$ cat src/hw/rtl/perfect_power_exponent_mask_macros.svh
// assertion macros for the perfect power exponent mask block
// used by the top level only, no other dependencies
`ifndef PERFECT_POWER_EXPONENT_MASK_MACROS_SVH
`define PERFECT_POWER_EXPONENT_MASK_MACROS_SVH
`ifndef SYNTHESIS
`define PPEM_ASSERT_IMPL(lbl, clk, rstn, ante, cons) \
    lbl: assert property (@(posedge clk) disable iff (!(rstn)) (ante) |-> (cons)) \
        else $error("ppem assertion failed");
`define PPEM_ASSERT_NEXT(lbl, clk, rstn, ante, cons) \
    lbl: assert property (@(posedge clk) disable iff (!(rstn)) (ante) |=> (cons)) \
        else $error("ppem assertion failed");
`else
`define PPEM_ASSERT_IMPL(lbl, clk, rstn, ante, cons)
`define PPEM_ASSERT_NEXT(lbl, clk, rstn, ante, cons)
`endif
`endif

$ cat src/hw/rtl/ppem_pkg.sv
// shared types and constants for the perfect power exponent mask block
// no dependencies
package ppem_pkg;

    localparam int MASK_BITS      = 30;
    localparam int OUT_TDATA_BITS = ((MASK_BITS + 7) / 8) * 8;
    localparam int CFG_BITS       = 5;
    localparam int EXP_BITS       = 5;
    localparam int CHUNK_BITS     = 32;

    localparam logic [CFG_BITS-1:0] COUNT_RESET = CFG_BITS'(30);

    typedef struct packed {
        logic load;
        logic exp_init;
        logic mid_set;
        logic mul_step;
        logic check;
        logic exp_next;
        logic emit;
    } cmd_t;

    typedef struct packed {
        logic skip;
        logic search_empty;
        logic chunk_last;
        logic over;
        logic pow_last;
        logic eq;
        logic exp_last;
    } status_t;

endpackage

$ cat src/hw/rtl/perfect_power_exponent_mask.sv
// perfect power exponent mask: one signed word in, one exponent bitmask word out.
// s_axis carries the value; m_axis carries power_mask, bit k for exponent k+2.
// cfg_valid/cfg_ready/cfg_data write exponent_count (exponents 2..count+1).
// exponent_count resets to 30; write it only while no word is in flight.
// a word is taken only in idle; each exponent runs a binary search over
// bases 1..2^(VALUE_BITS/2)-1 of at most VALUE_BITS/2 steps.
// a step sets the midpoint in MID, then runs up to e multiplies, each MUL over all
// chunks and then CHECK, chunks = ceil((VALUE_BITS-1)/32); a power stops once it passes the value;
// each exponent also passes EXP_START and NEXT to start the search and move on.
// the single shared multiplier sets the time per word; a nonpositive value or
// a zero count skips the search and goes from EXP_START straight to DONE.
// the result sits in an output register, so the next word is accepted while
// it waits; a finished word stalls only while that register is still full.
// reset is synchronous, active low, and returns the block to idle.
// depends on ppem_pkg, ppem_ctrl, ppem_dp and the macros header
`include "perfect_power_exponent_mask_macros.svh"
module perfect_power_exponent_mask #(
    parameter int MAX_EXPONENTS = 30,
    parameter int VALUE_BITS    = 32
) (
    input  logic                                aclk,
    input  logic                                aresetn,
    input  logic                                s_axis_tvalid,
    output logic                                s_axis_tready,
    // value
    input  logic [((VALUE_BITS+7)/8)*8-1:0]     s_axis_tdata,
    output logic                                m_axis_tvalid,
    input  logic                                m_axis_tready,
    // power_mask
    output logic [ppem_pkg::OUT_TDATA_BITS-1:0] m_axis_tdata,
    input  logic                                cfg_valid,
    output logic                                cfg_ready,
    input  logic [ppem_pkg::CFG_BITS-1:0]       cfg_data
);

    localparam int LIM_CAP = (MAX_EXPONENTS < ppem_pkg::MASK_BITS) ?
                             MAX_EXPONENTS : ppem_pkg::MASK_BITS;

    logic [ppem_pkg::CFG_BITS-1:0]  count_reg;
    logic                           out_valid_reg;
    logic [ppem_pkg::MASK_BITS-1:0] out_mask_reg;
    logic [ppem_pkg::MASK_BITS-1:0] dp_mask;
    logic                           out_busy;
    ppem_pkg::cmd_t                 cmd;
    ppem_pkg::status_t              status;

    assign out_busy  = out_valid_reg && !m_axis_tready;
    assign cfg_ready = 1'b1;

    ppem_ctrl u_ctrl (
        .aclk     (aclk),
        .aresetn  (aresetn),
        .in_valid (s_axis_tvalid),
        .in_ready (s_axis_tready),
        .out_busy (out_busy),
        .status   (status),
        .cmd      (cmd)
    );

    ppem_dp #(
        .VALUE_BITS    (VALUE_BITS),
        .MAX_EXPONENTS (MAX_EXPONENTS)
    ) u_dp (
        .aclk   (aclk),
        .value  (s_axis_tdata[VALUE_BITS-1:0]),
        .count  (count_reg),
        .cmd    (cmd),
        .status (status),
        .mask   (dp_mask)
    );

    always_ff @(posedge aclk) begin
        if (!aresetn) begin
            count_reg     <= ppem_pkg::COUNT_RESET;
            out_valid_reg <= 1'b0;
        end else begin
            if (cfg_valid && cfg_ready) begin
                count_reg <= cfg_data;
            end
            if (cmd.emit) begin
                out_valid_reg <= 1'b1;
            end else if (m_axis_tready) begin
                out_valid_reg <= 1'b0;
            end
        end
    end

    always_ff @(posedge aclk) begin
        if (cmd.emit) begin
            out_mask_reg <= dp_mask;
        end
    end

    assign m_axis_tvalid = out_valid_reg;
    assign m_axis_tdata  = {{(ppem_pkg::OUT_TDATA_BITS - ppem_pkg::MASK_BITS){1'b0}},
                            out_mask_reg};

    // busy from the word after a word is taken
    `PPEM_ASSERT_NEXT(a_busy_after_accept, aclk, aresetn,
        s_axis_tvalid && s_axis_tready, !s_axis_tready)
    `PPEM_ASSERT_NEXT(a_emit_shows_word, aclk, aresetn, cmd.emit, m_axis_tvalid)
    `PPEM_ASSERT_IMPL(a_mask_in_range, aclk, aresetn, m_axis_tvalid,
        (out_mask_reg >> LIM_CAP) == '0)
    `PPEM_ASSERT_IMPL(a_emit_only_free, aclk, aresetn, cmd.emit, !out_busy)

endmodule

$ cat src/hw/rtl/ppem_dp.sv
// datapath: value, search bounds, early-stopping power with one shared multiplier
// depends on ppem_pkg
module ppem_dp #(
    parameter int VALUE_BITS    = 32,
    parameter int MAX_EXPONENTS = 30
) (
    input  logic                           aclk,
    input  logic [VALUE_BITS-1:0]          value,
    input  logic [ppem_pkg::CFG_BITS-1:0]  count,
    input  ppem_pkg::cmd_t                 cmd,
    output ppem_pkg::status_t              status,
    output logic [ppem_pkg::MASK_BITS-1:0] mask
);

    localparam int NB      = VALUE_BITS - 1;
    localparam int H       = VALUE_BITS / 2;
    localparam int PW      = NB + H;
    localparam int CW      = ppem_pkg::CHUNK_BITS;
    localparam int NCH     = (NB + CW - 1) / CW;
    localparam int NCHW    = (NCH > 1) ? $clog2(NCH) : 1;
    localparam int LIM_CAP = (MAX_EXPONENTS < ppem_pkg::MASK_BITS) ?
                             MAX_EXPONENTS : ppem_pkg::MASK_BITS;
    localparam int EB      = ppem_pkg::EXP_BITS;

    logic [NB-1:0]                  n_reg;
    logic                           pos_reg;
    logic [EB-1:0]                  limit_reg;
    logic [EB-1:0]                  k_reg;
    logic [EB-1:0]                  i_reg;
    logic [H:0]                     lo_reg;
    logic [H-1:0]                   hi_reg;
    logic [H-1:0]                   mid_reg;
    logic [NB-1:0]                  p_reg;
    logic [PW-1:0]                  acc_reg;
    logic [NCHW-1:0]                ch_reg;
    logic [ppem_pkg::MASK_BITS-1:0] mask_reg;

    logic [NCH*CW-1:0] p_pad;
    logic [CW-1:0]     chunk;
    logic [CW+H-1:0]   prod;
    logic [PW-1:0]     term;
    logic [H:0]        mid_w;
    logic [EB-1:0]     limit_w;
    logic [EB-1:0]     k_inc;

    assign p_pad   = (NCH*CW)'(p_reg);
    assign chunk   = p_pad[ch_reg*CW +: CW];
    assign prod    = chunk * mid_reg;
    assign term    = PW'({{PW{1'b0}}, prod} << (ch_reg * CW));
    assign mid_w   = lo_reg + (({1'b0, hi_reg} - lo_reg) >> 1);
    assign limit_w = (count > EB'(LIM_CAP)) ? EB'(LIM_CAP) : count;
    assign k_inc   = k_reg + EB'(1);

    assign status.skip         = !pos_reg || (limit_reg == '0);
    assign status.search_empty = lo_reg > {1'b0, hi_reg};
    assign status.chunk_last   = ch_reg == NCHW'(NCH - 1);
    assign status.over         = acc_reg > PW'(n_reg);
    assign status.eq           = acc_reg == PW'(n_reg);
    assign status.pow_last     = i_reg == k_inc;
    assign status.exp_last     = k_inc == limit_reg;
    assign mask                = mask_reg;

    always_ff @(posedge aclk) begin
        if (cmd.load) begin
            n_reg     <= value[NB-1:0];
            pos_reg   <= !value[VALUE_BITS-1] && (value[NB-1:0] != '0);
            limit_reg <= limit_w;
            k_reg     <= '0;
            mask_reg  <= '0;
        end
        if (cmd.exp_init) begin
            lo_reg <= (H+1)'(1);
            hi_reg <= '1;
        end
        if (cmd.mid_set) begin
            mid_reg <= mid_w[H-1:0];
            p_reg   <= NB'(1);
            i_reg   <= '0;
            ch_reg  <= '0;
        end
        if (cmd.mul_step) begin
            acc_reg <= ((ch_reg == '0) ? '0 : acc_reg) + term;
            ch_reg  <= status.chunk_last ? '0 : ch_reg + NCHW'(1);
        end
        if (cmd.check) begin
            if (status.over) begin
                hi_reg <= mid_reg - H'(1);
            end else begin
                p_reg <= NB'(acc_reg);
                i_reg <= i_reg + EB'(1);
                if (status.pow_last) begin
                    if (status.eq) begin
                        mask_reg[k_reg] <= 1'b1;
                    end else begin
                        lo_reg <= (H+1)'(mid_reg) + (H+1)'(1);
                    end
                end
            end
        end
        if (cmd.exp_next) begin
            k_reg <= k_inc;
        end
    end

endmodule

$ cat src/hw/rtl/ppem_ctrl.sv
// controller: sequences exponents, search steps and multiplies
// depends on ppem_pkg
module ppem_ctrl (
    input  logic              aclk,
    input  logic              aresetn,
    input  logic              in_valid,
    output logic              in_ready,
    input  logic              out_busy,
    input  ppem_pkg::status_t status,
    output ppem_pkg::cmd_t    cmd
);

    typedef enum logic [2:0] {
        IDLE, EXP_START, MID, MUL, CHECK, NEXT, DONE
    } state_t;

    state_t state_reg, state_next;
    logic   in_ready_reg;

    always_comb begin
        cmd        = '0;
        state_next = state_reg;
        unique case (state_reg)
            IDLE: begin
                if (in_valid && in_ready_reg) begin
                    cmd.load   = 1'b1;
                    state_next = EXP_START;
                end
            end
            EXP_START: begin
                if (status.skip) begin
                    state_next = DONE;
                end else begin
                    cmd.exp_init = 1'b1;
                    state_next   = MID;
                end
            end
            MID: begin
                if (status.search_empty) begin
                    state_next = NEXT;
                end else begin
                    cmd.mid_set = 1'b1;
                    state_next  = MUL;
                end
            end
            MUL: begin
                cmd.mul_step = 1'b1;
                if (status.chunk_last) begin
                    state_next = CHECK;
                end
            end
            CHECK: begin
                cmd.check = 1'b1;
                priority if (status.over) begin
                    state_next = MID;
                end else if (status.pow_last) begin
                    state_next = status.eq ? NEXT : MID;
                end else begin
                    state_next = MUL;
                end
            end
            NEXT: begin
                if (status.exp_last) begin
                    state_next = DONE;
                end else begin
                    cmd.exp_next = 1'b1;
                    state_next   = EXP_START;
                end
            end
            DONE: begin
                if (!out_busy) begin
                    cmd.emit   = 1'b1;
                    state_next = IDLE;
                end
            end
            default: state_next = IDLE;
        endcase
    end

    always_ff @(posedge aclk) begin
        if (!aresetn) begin
            state_reg    <= IDLE;
            in_ready_reg <= 1'b1;
        end else begin
            state_reg    <= state_next;
            in_ready_reg <= (state_next == IDLE);
        end
    end

    assign in_ready = in_ready_reg;

endmodule

$ cat config.mk
export PLATFORM = sky130hd
export DESIGN_NAME = perfect_power_exponent_mask
export DESIGN_NICKNAME = d
export VERILOG_FILES = /design/src/hw/rtl/ppem_pkg.sv /design/src/hw/rtl/perfect_power_exponent_mask.sv /design/src/hw/rtl/ppem_dp.sv /design/src/hw/rtl/ppem_ctrl.sv
export VERILOG_INCLUDE_DIRS = /design/src /design/src/hw/rtl
export SDC_FILE = /design/constraint.sdc
export NUM_CORES = 2
export LEC_CHECK = 0
export ABC_CLOCK_PERIOD_IN_PS = 6100
export BUFFER_PORTS_ARGS = -buffer_cell sky130_fd_sc_hd__buf_2
export CAP_MARGIN = 20
export CORE_MARGIN = 2
export CORE_UTILIZATION = 59
export DETAILED_ROUTE_END_ITERATION = 12
export PLACE_DENSITY = 0.77
export SLEW_MARGIN = 30
export SYNTH_ARGS = -nofsm -noshare
export SYNTH_HDL_FRONTEND = slang
export SYNTH_HIERARCHICAL = 1
export SYNTH_SLANG_ARGS = --single-unit
$ cat constraint.sdc
create_clock -name aclk -period 6.1 [get_ports aclk]
set_input_delay 0.61 -clock aclk [delete_from_list [all_inputs] [get_ports aclk]]
set_output_delay 0.61 -clock aclk [all_outputs]
set_load 0.02 [all_outputs]
==> results.cfg <==
[outcome]
run_status = finished, violations left
failed_checks = negative setup slack

[detailed_routing]
wirelength_um = 72600
ant_nets = 0
route.detailed.vias_per_inst = 5.71
detailedRoute.firstPassIterationCount = 5
detailedRoute.firstIterationViolations = 1373
routed_length_per_instance_um = 19.5
drc_viols = 0
detailroute.via_count = 21200

[clocking]
clockBufferDepth = 3
h-tree-depth = 1
worst_skew_pair_later_pin_latency_ns = 0.59
worst_setup_hold_path_clk_slew_ns = 0.07
clock_tree_from_tritoncts = yes
hold_buffers = 0
cts-root-buf = sky130_fd_sc_hd__clkbuf_16
cts_made_buffers = 28
cts.sinks = 244

[power]
power.density_cell_area_mw_per_mm2 = 279
power.ir.vdd_worst_uv = 306
total_leakage_power_nw = 14.9
finalPower_mw = 8.96

[finish]
flip_flop_count_of_the_largest_register_all_copies_and_words_added = 47
multi_input_area_mm2 = 0.0189
design.final.nets = 3728
final_design_area_no_fill_mm2 = 0.0321
instances_no_fill = 3715
fraction_of_layout_instances_using_a_drive_strength_above_1 = 0.207
antenna-diode-count = 0
area_added_between_synthesis_and_finish_pct = 18.9
finish.utilization = 0.710
register_area_mm2 = 0.00625
nFillCells = 3255

[sta]
grt_setup_unrepaired = yes
worst_hold_check_slack_ns = 0.205
worst_slew_margin_rel = 0.472
hold_viol_final = 0
timing.fmax_mhz = 159
final_setup_violation_count = 13
final_period_minus_worst_setup_slack_ns = 6.31
final_min_period_over_clock_period = 1.03
setup_total_negative_slack_ns = -1.78
timing_max_transition_violations_final = 0
worst_clock_skew_ns = 0.0448
worst_pin_slew_ns = 0.790
final_critical_path_setup_slack_ns = -0.205

[yosys]
netlist_top_cells_area = sky130_fd_sc_hd__fa_1 30%, sky130_fd_sc_hd__edfxtp_1 15%, sky130_fd_sc_hd__ha_1 8.7%
synthesis.yosys.warnings = 6
ys_async_sr_fraction = 0
netlist_top_cells_count = 576 x sky130_fd_sc_hd__inv_1, 406 x sky130_fd_sc_hd__fa_1, 342 x sky130_fd_sc_hd__nand2_1
syn-cell-area_mm2 = 0.0270
synth_cell_type_count = 75
gate_count_post_synth = 2844
synth_top_area_share = 0.301
synth_top_flop_cell = sky130_fd_sc_hd__edfxtp_1
synth_largest_area_cell = sky130_fd_sc_hd__fa_1
synthesis.area_per_instance_um2 = 9.50
post-synth-top-count-cell = sky130_fd_sc_hd__inv_1
synth_sequential_area_ratio = 0.231
synth_edf_count = 135
synth.ff_latch_count = 244

[placed_design]
detailed_place_hpwl_um = 54600
gp_routability_congestion = 0.923
placedCellCount = 3614
place_ws_ns = -0.457
post_dp_cell_area_mm2 = 0.0297
io_buffer_count = 73

[global_routing]
grt_max_degree = 73
grt_pass1_wl_um = 117000
grt.overflow.total = 0
antenna_violations_before_repair = 0
via_count_of_the_first_global_routing_pass = 22900
grt_resource_usage_total = 0.313

[worst_setup_path]
timing.setup.critical_path_class = reg -> reg
worstPathArrival_ns = 6.63
startpoint_type = register
crit_fanout = 6
ff2ff_setup_slack_ns = -0.21
worst_ep_required_ns = 6.43
timing.critical_path.to_type = register
cp_launch_point = u_dp/mid_reg[5]
reg2reg_from = u_dp/mid_reg[5]

[job]
timing.max_cap.violations = 0

[worst_hold_path]
holdCritStartpoint = s_axis_tdata[28]
holdCritPathClass = in -> reg

[floorplanning]
initial_utilization = 0.597
die_area_mm2 = 0.0475
design.core.area_mm2 = 0.0453
ios = 77
floorplan.die.width_um = 218
floorplan.die.height_um = 218
rows = 78
critical path: stages (launching register included):
cell and delay (ns):
sky130_fd_sc_hd__edfxtp_1 0.44, sky130_fd_sc_hd__buf_6 0.15, sky130_fd_sc_hd__buf_12 0.13, sky130_fd_sc_hd__and2_1 0.15
sky130_fd_sc_hd__fa_1 0.50, sky130_fd_sc_hd__inv_2 0.05, sky130_fd_sc_hd__fa_2 0.58, sky130_fd_sc_hd__fa_2 0.47
sky130_fd_sc_hd__inv_2 0.08, sky130_fd_sc_hd__fa_2 0.46, sky130_fd_sc_hd__fa_1 0.52, sky130_fd_sc_hd__inv_1 0.06
sky130_fd_sc_hd__fa_1 0.52, sky130_fd_sc_hd__inv_1 0.06, sky130_fd_sc_hd__ha_2 0.20, sky130_fd_sc_hd__a21o_4 0.24
sky130_fd_sc_hd__nor3b_4 0.20, sky130_fd_sc_hd__nand4_1 0.12, sky130_fd_sc_hd__buf_6 0.15, sky130_fd_sc_hd__buf_4 0.12
sky130_fd_sc_hd__o2111a_2 0.28, sky130_fd_sc_hd__o21ai_4 0.23, sky130_fd_sc_hd__a21bo_2 0.17, sky130_fd_sc_hd__a21oi_2 0.05
sky130_fd_sc_hd__xor2_1 0.14
final cells by class:
class,count,share of cell area
multi-input cells,1879,0.590
flip-flops and latches,244,0.194
repair buffers,364,0.0927
inverters,576,0.0674
clock buffers,40,0.0279
well taps,600,0.0234
clock inverters,12,0.00456
logic make-up (layout without fill, tap and decap cells):
kind of cell,after synthesis,count (layout),share of synthesized area
AND/OR/NAND/NOR,828,828,0.157
buffers and inverters,722,992,0.102
adder cells (fa/ha/maj),593,593,0.387
AO/OA/AOI/OAI,316,316,0.0762
flip-flops,244,244,0.231
XOR/XNOR,113,113,0.0366
multiplexers,25,25,0.00931
other,3,4,0.000417
final timing paths:
check | end | depth (start not counted)
max | u_dp/acc_reg[40] | 24
min | u_dp/n_reg[28] | 1
max reg2reg | u_dp/acc_reg[40] | 24
min reg2reg | out_mask_reg[13] | 0
routing by layer:
| layer | GRT usage | vias to the layer above | wire length, µm |
|---|---|---|---|
| li1 | - | 9372 | - |
| met1 | 0.361 | 10700 | 26200 |
| met2 | 0.577 | 856 | 38400 |
| met3 | 0.0324 | 249 | 3820 |
| met4 | 0.153 | 0 | 4070 |
| met5 | 0 | - | 0 |
where the power goes:
part / total [mW] / internal, mW / leakage (nW) / switching, mW
Clock: 1.87 / 1.12 / 0.517 / 0.749
Sequential: 2.34 / 2.11 / 2.14 / 0.231
Combinational: 4.75 / 2.09 / 12.2 / 2.66
Total: 8.96 / 5.32 / 14.9 / 3.64
timing repair:
item	4_1_cts	5_1_grt
setup buffers	37	11
gates resized for setup	139	107
setup endpoints to repair	25	25
gates cloned	5	0
pin swaps	127	95
cells in the final DEF, fill, tap and decap left out, types with 25 or more instances in the layout:
master / n
sky130_fd_sc_hd__xor2_1: 33
sky130_fd_sc_hd__ha_1: 159
sky130_fd_sc_hd__and2_1: 195
sky130_fd_sc_hd__ha_4: 25
sky130_fd_sc_hd__nand3b_1: 52
sky130_fd_sc_hd__dfxtp_1: 98
sky130_fd_sc_hd__a21oi_1: 55
sky130_fd_sc_hd__buf_4: 246
sky130_fd_sc_hd__fa_1: 371
sky130_fd_sc_hd__fa_2: 35
sky130_fd_sc_hd__nor2_1: 63
sky130_fd_sc_hd__xnor2_1: 77
sky130_fd_sc_hd__inv_1: 531
sky130_fd_sc_hd__inv_2: 44
sky130_fd_sc_hd__clkbuf_16: 33
sky130_fd_sc_hd__edfxtp_1: 135
sky130_fd_sc_hd__nand2_1: 333
sky130_fd_sc_hd__buf_2: 74
sky130_fd_sc_hd__o21ai_0: 65
sky130_fd_sc_hd__nand3_1: 28
sky130_fd_sc_hd__o22ai_1: 29
sky130_fd_sc_hd__nand4_1: 25
sky130_fd_sc_hd__a21o_1: 47
Note: power is estimated with default switching activity, not from simulation.
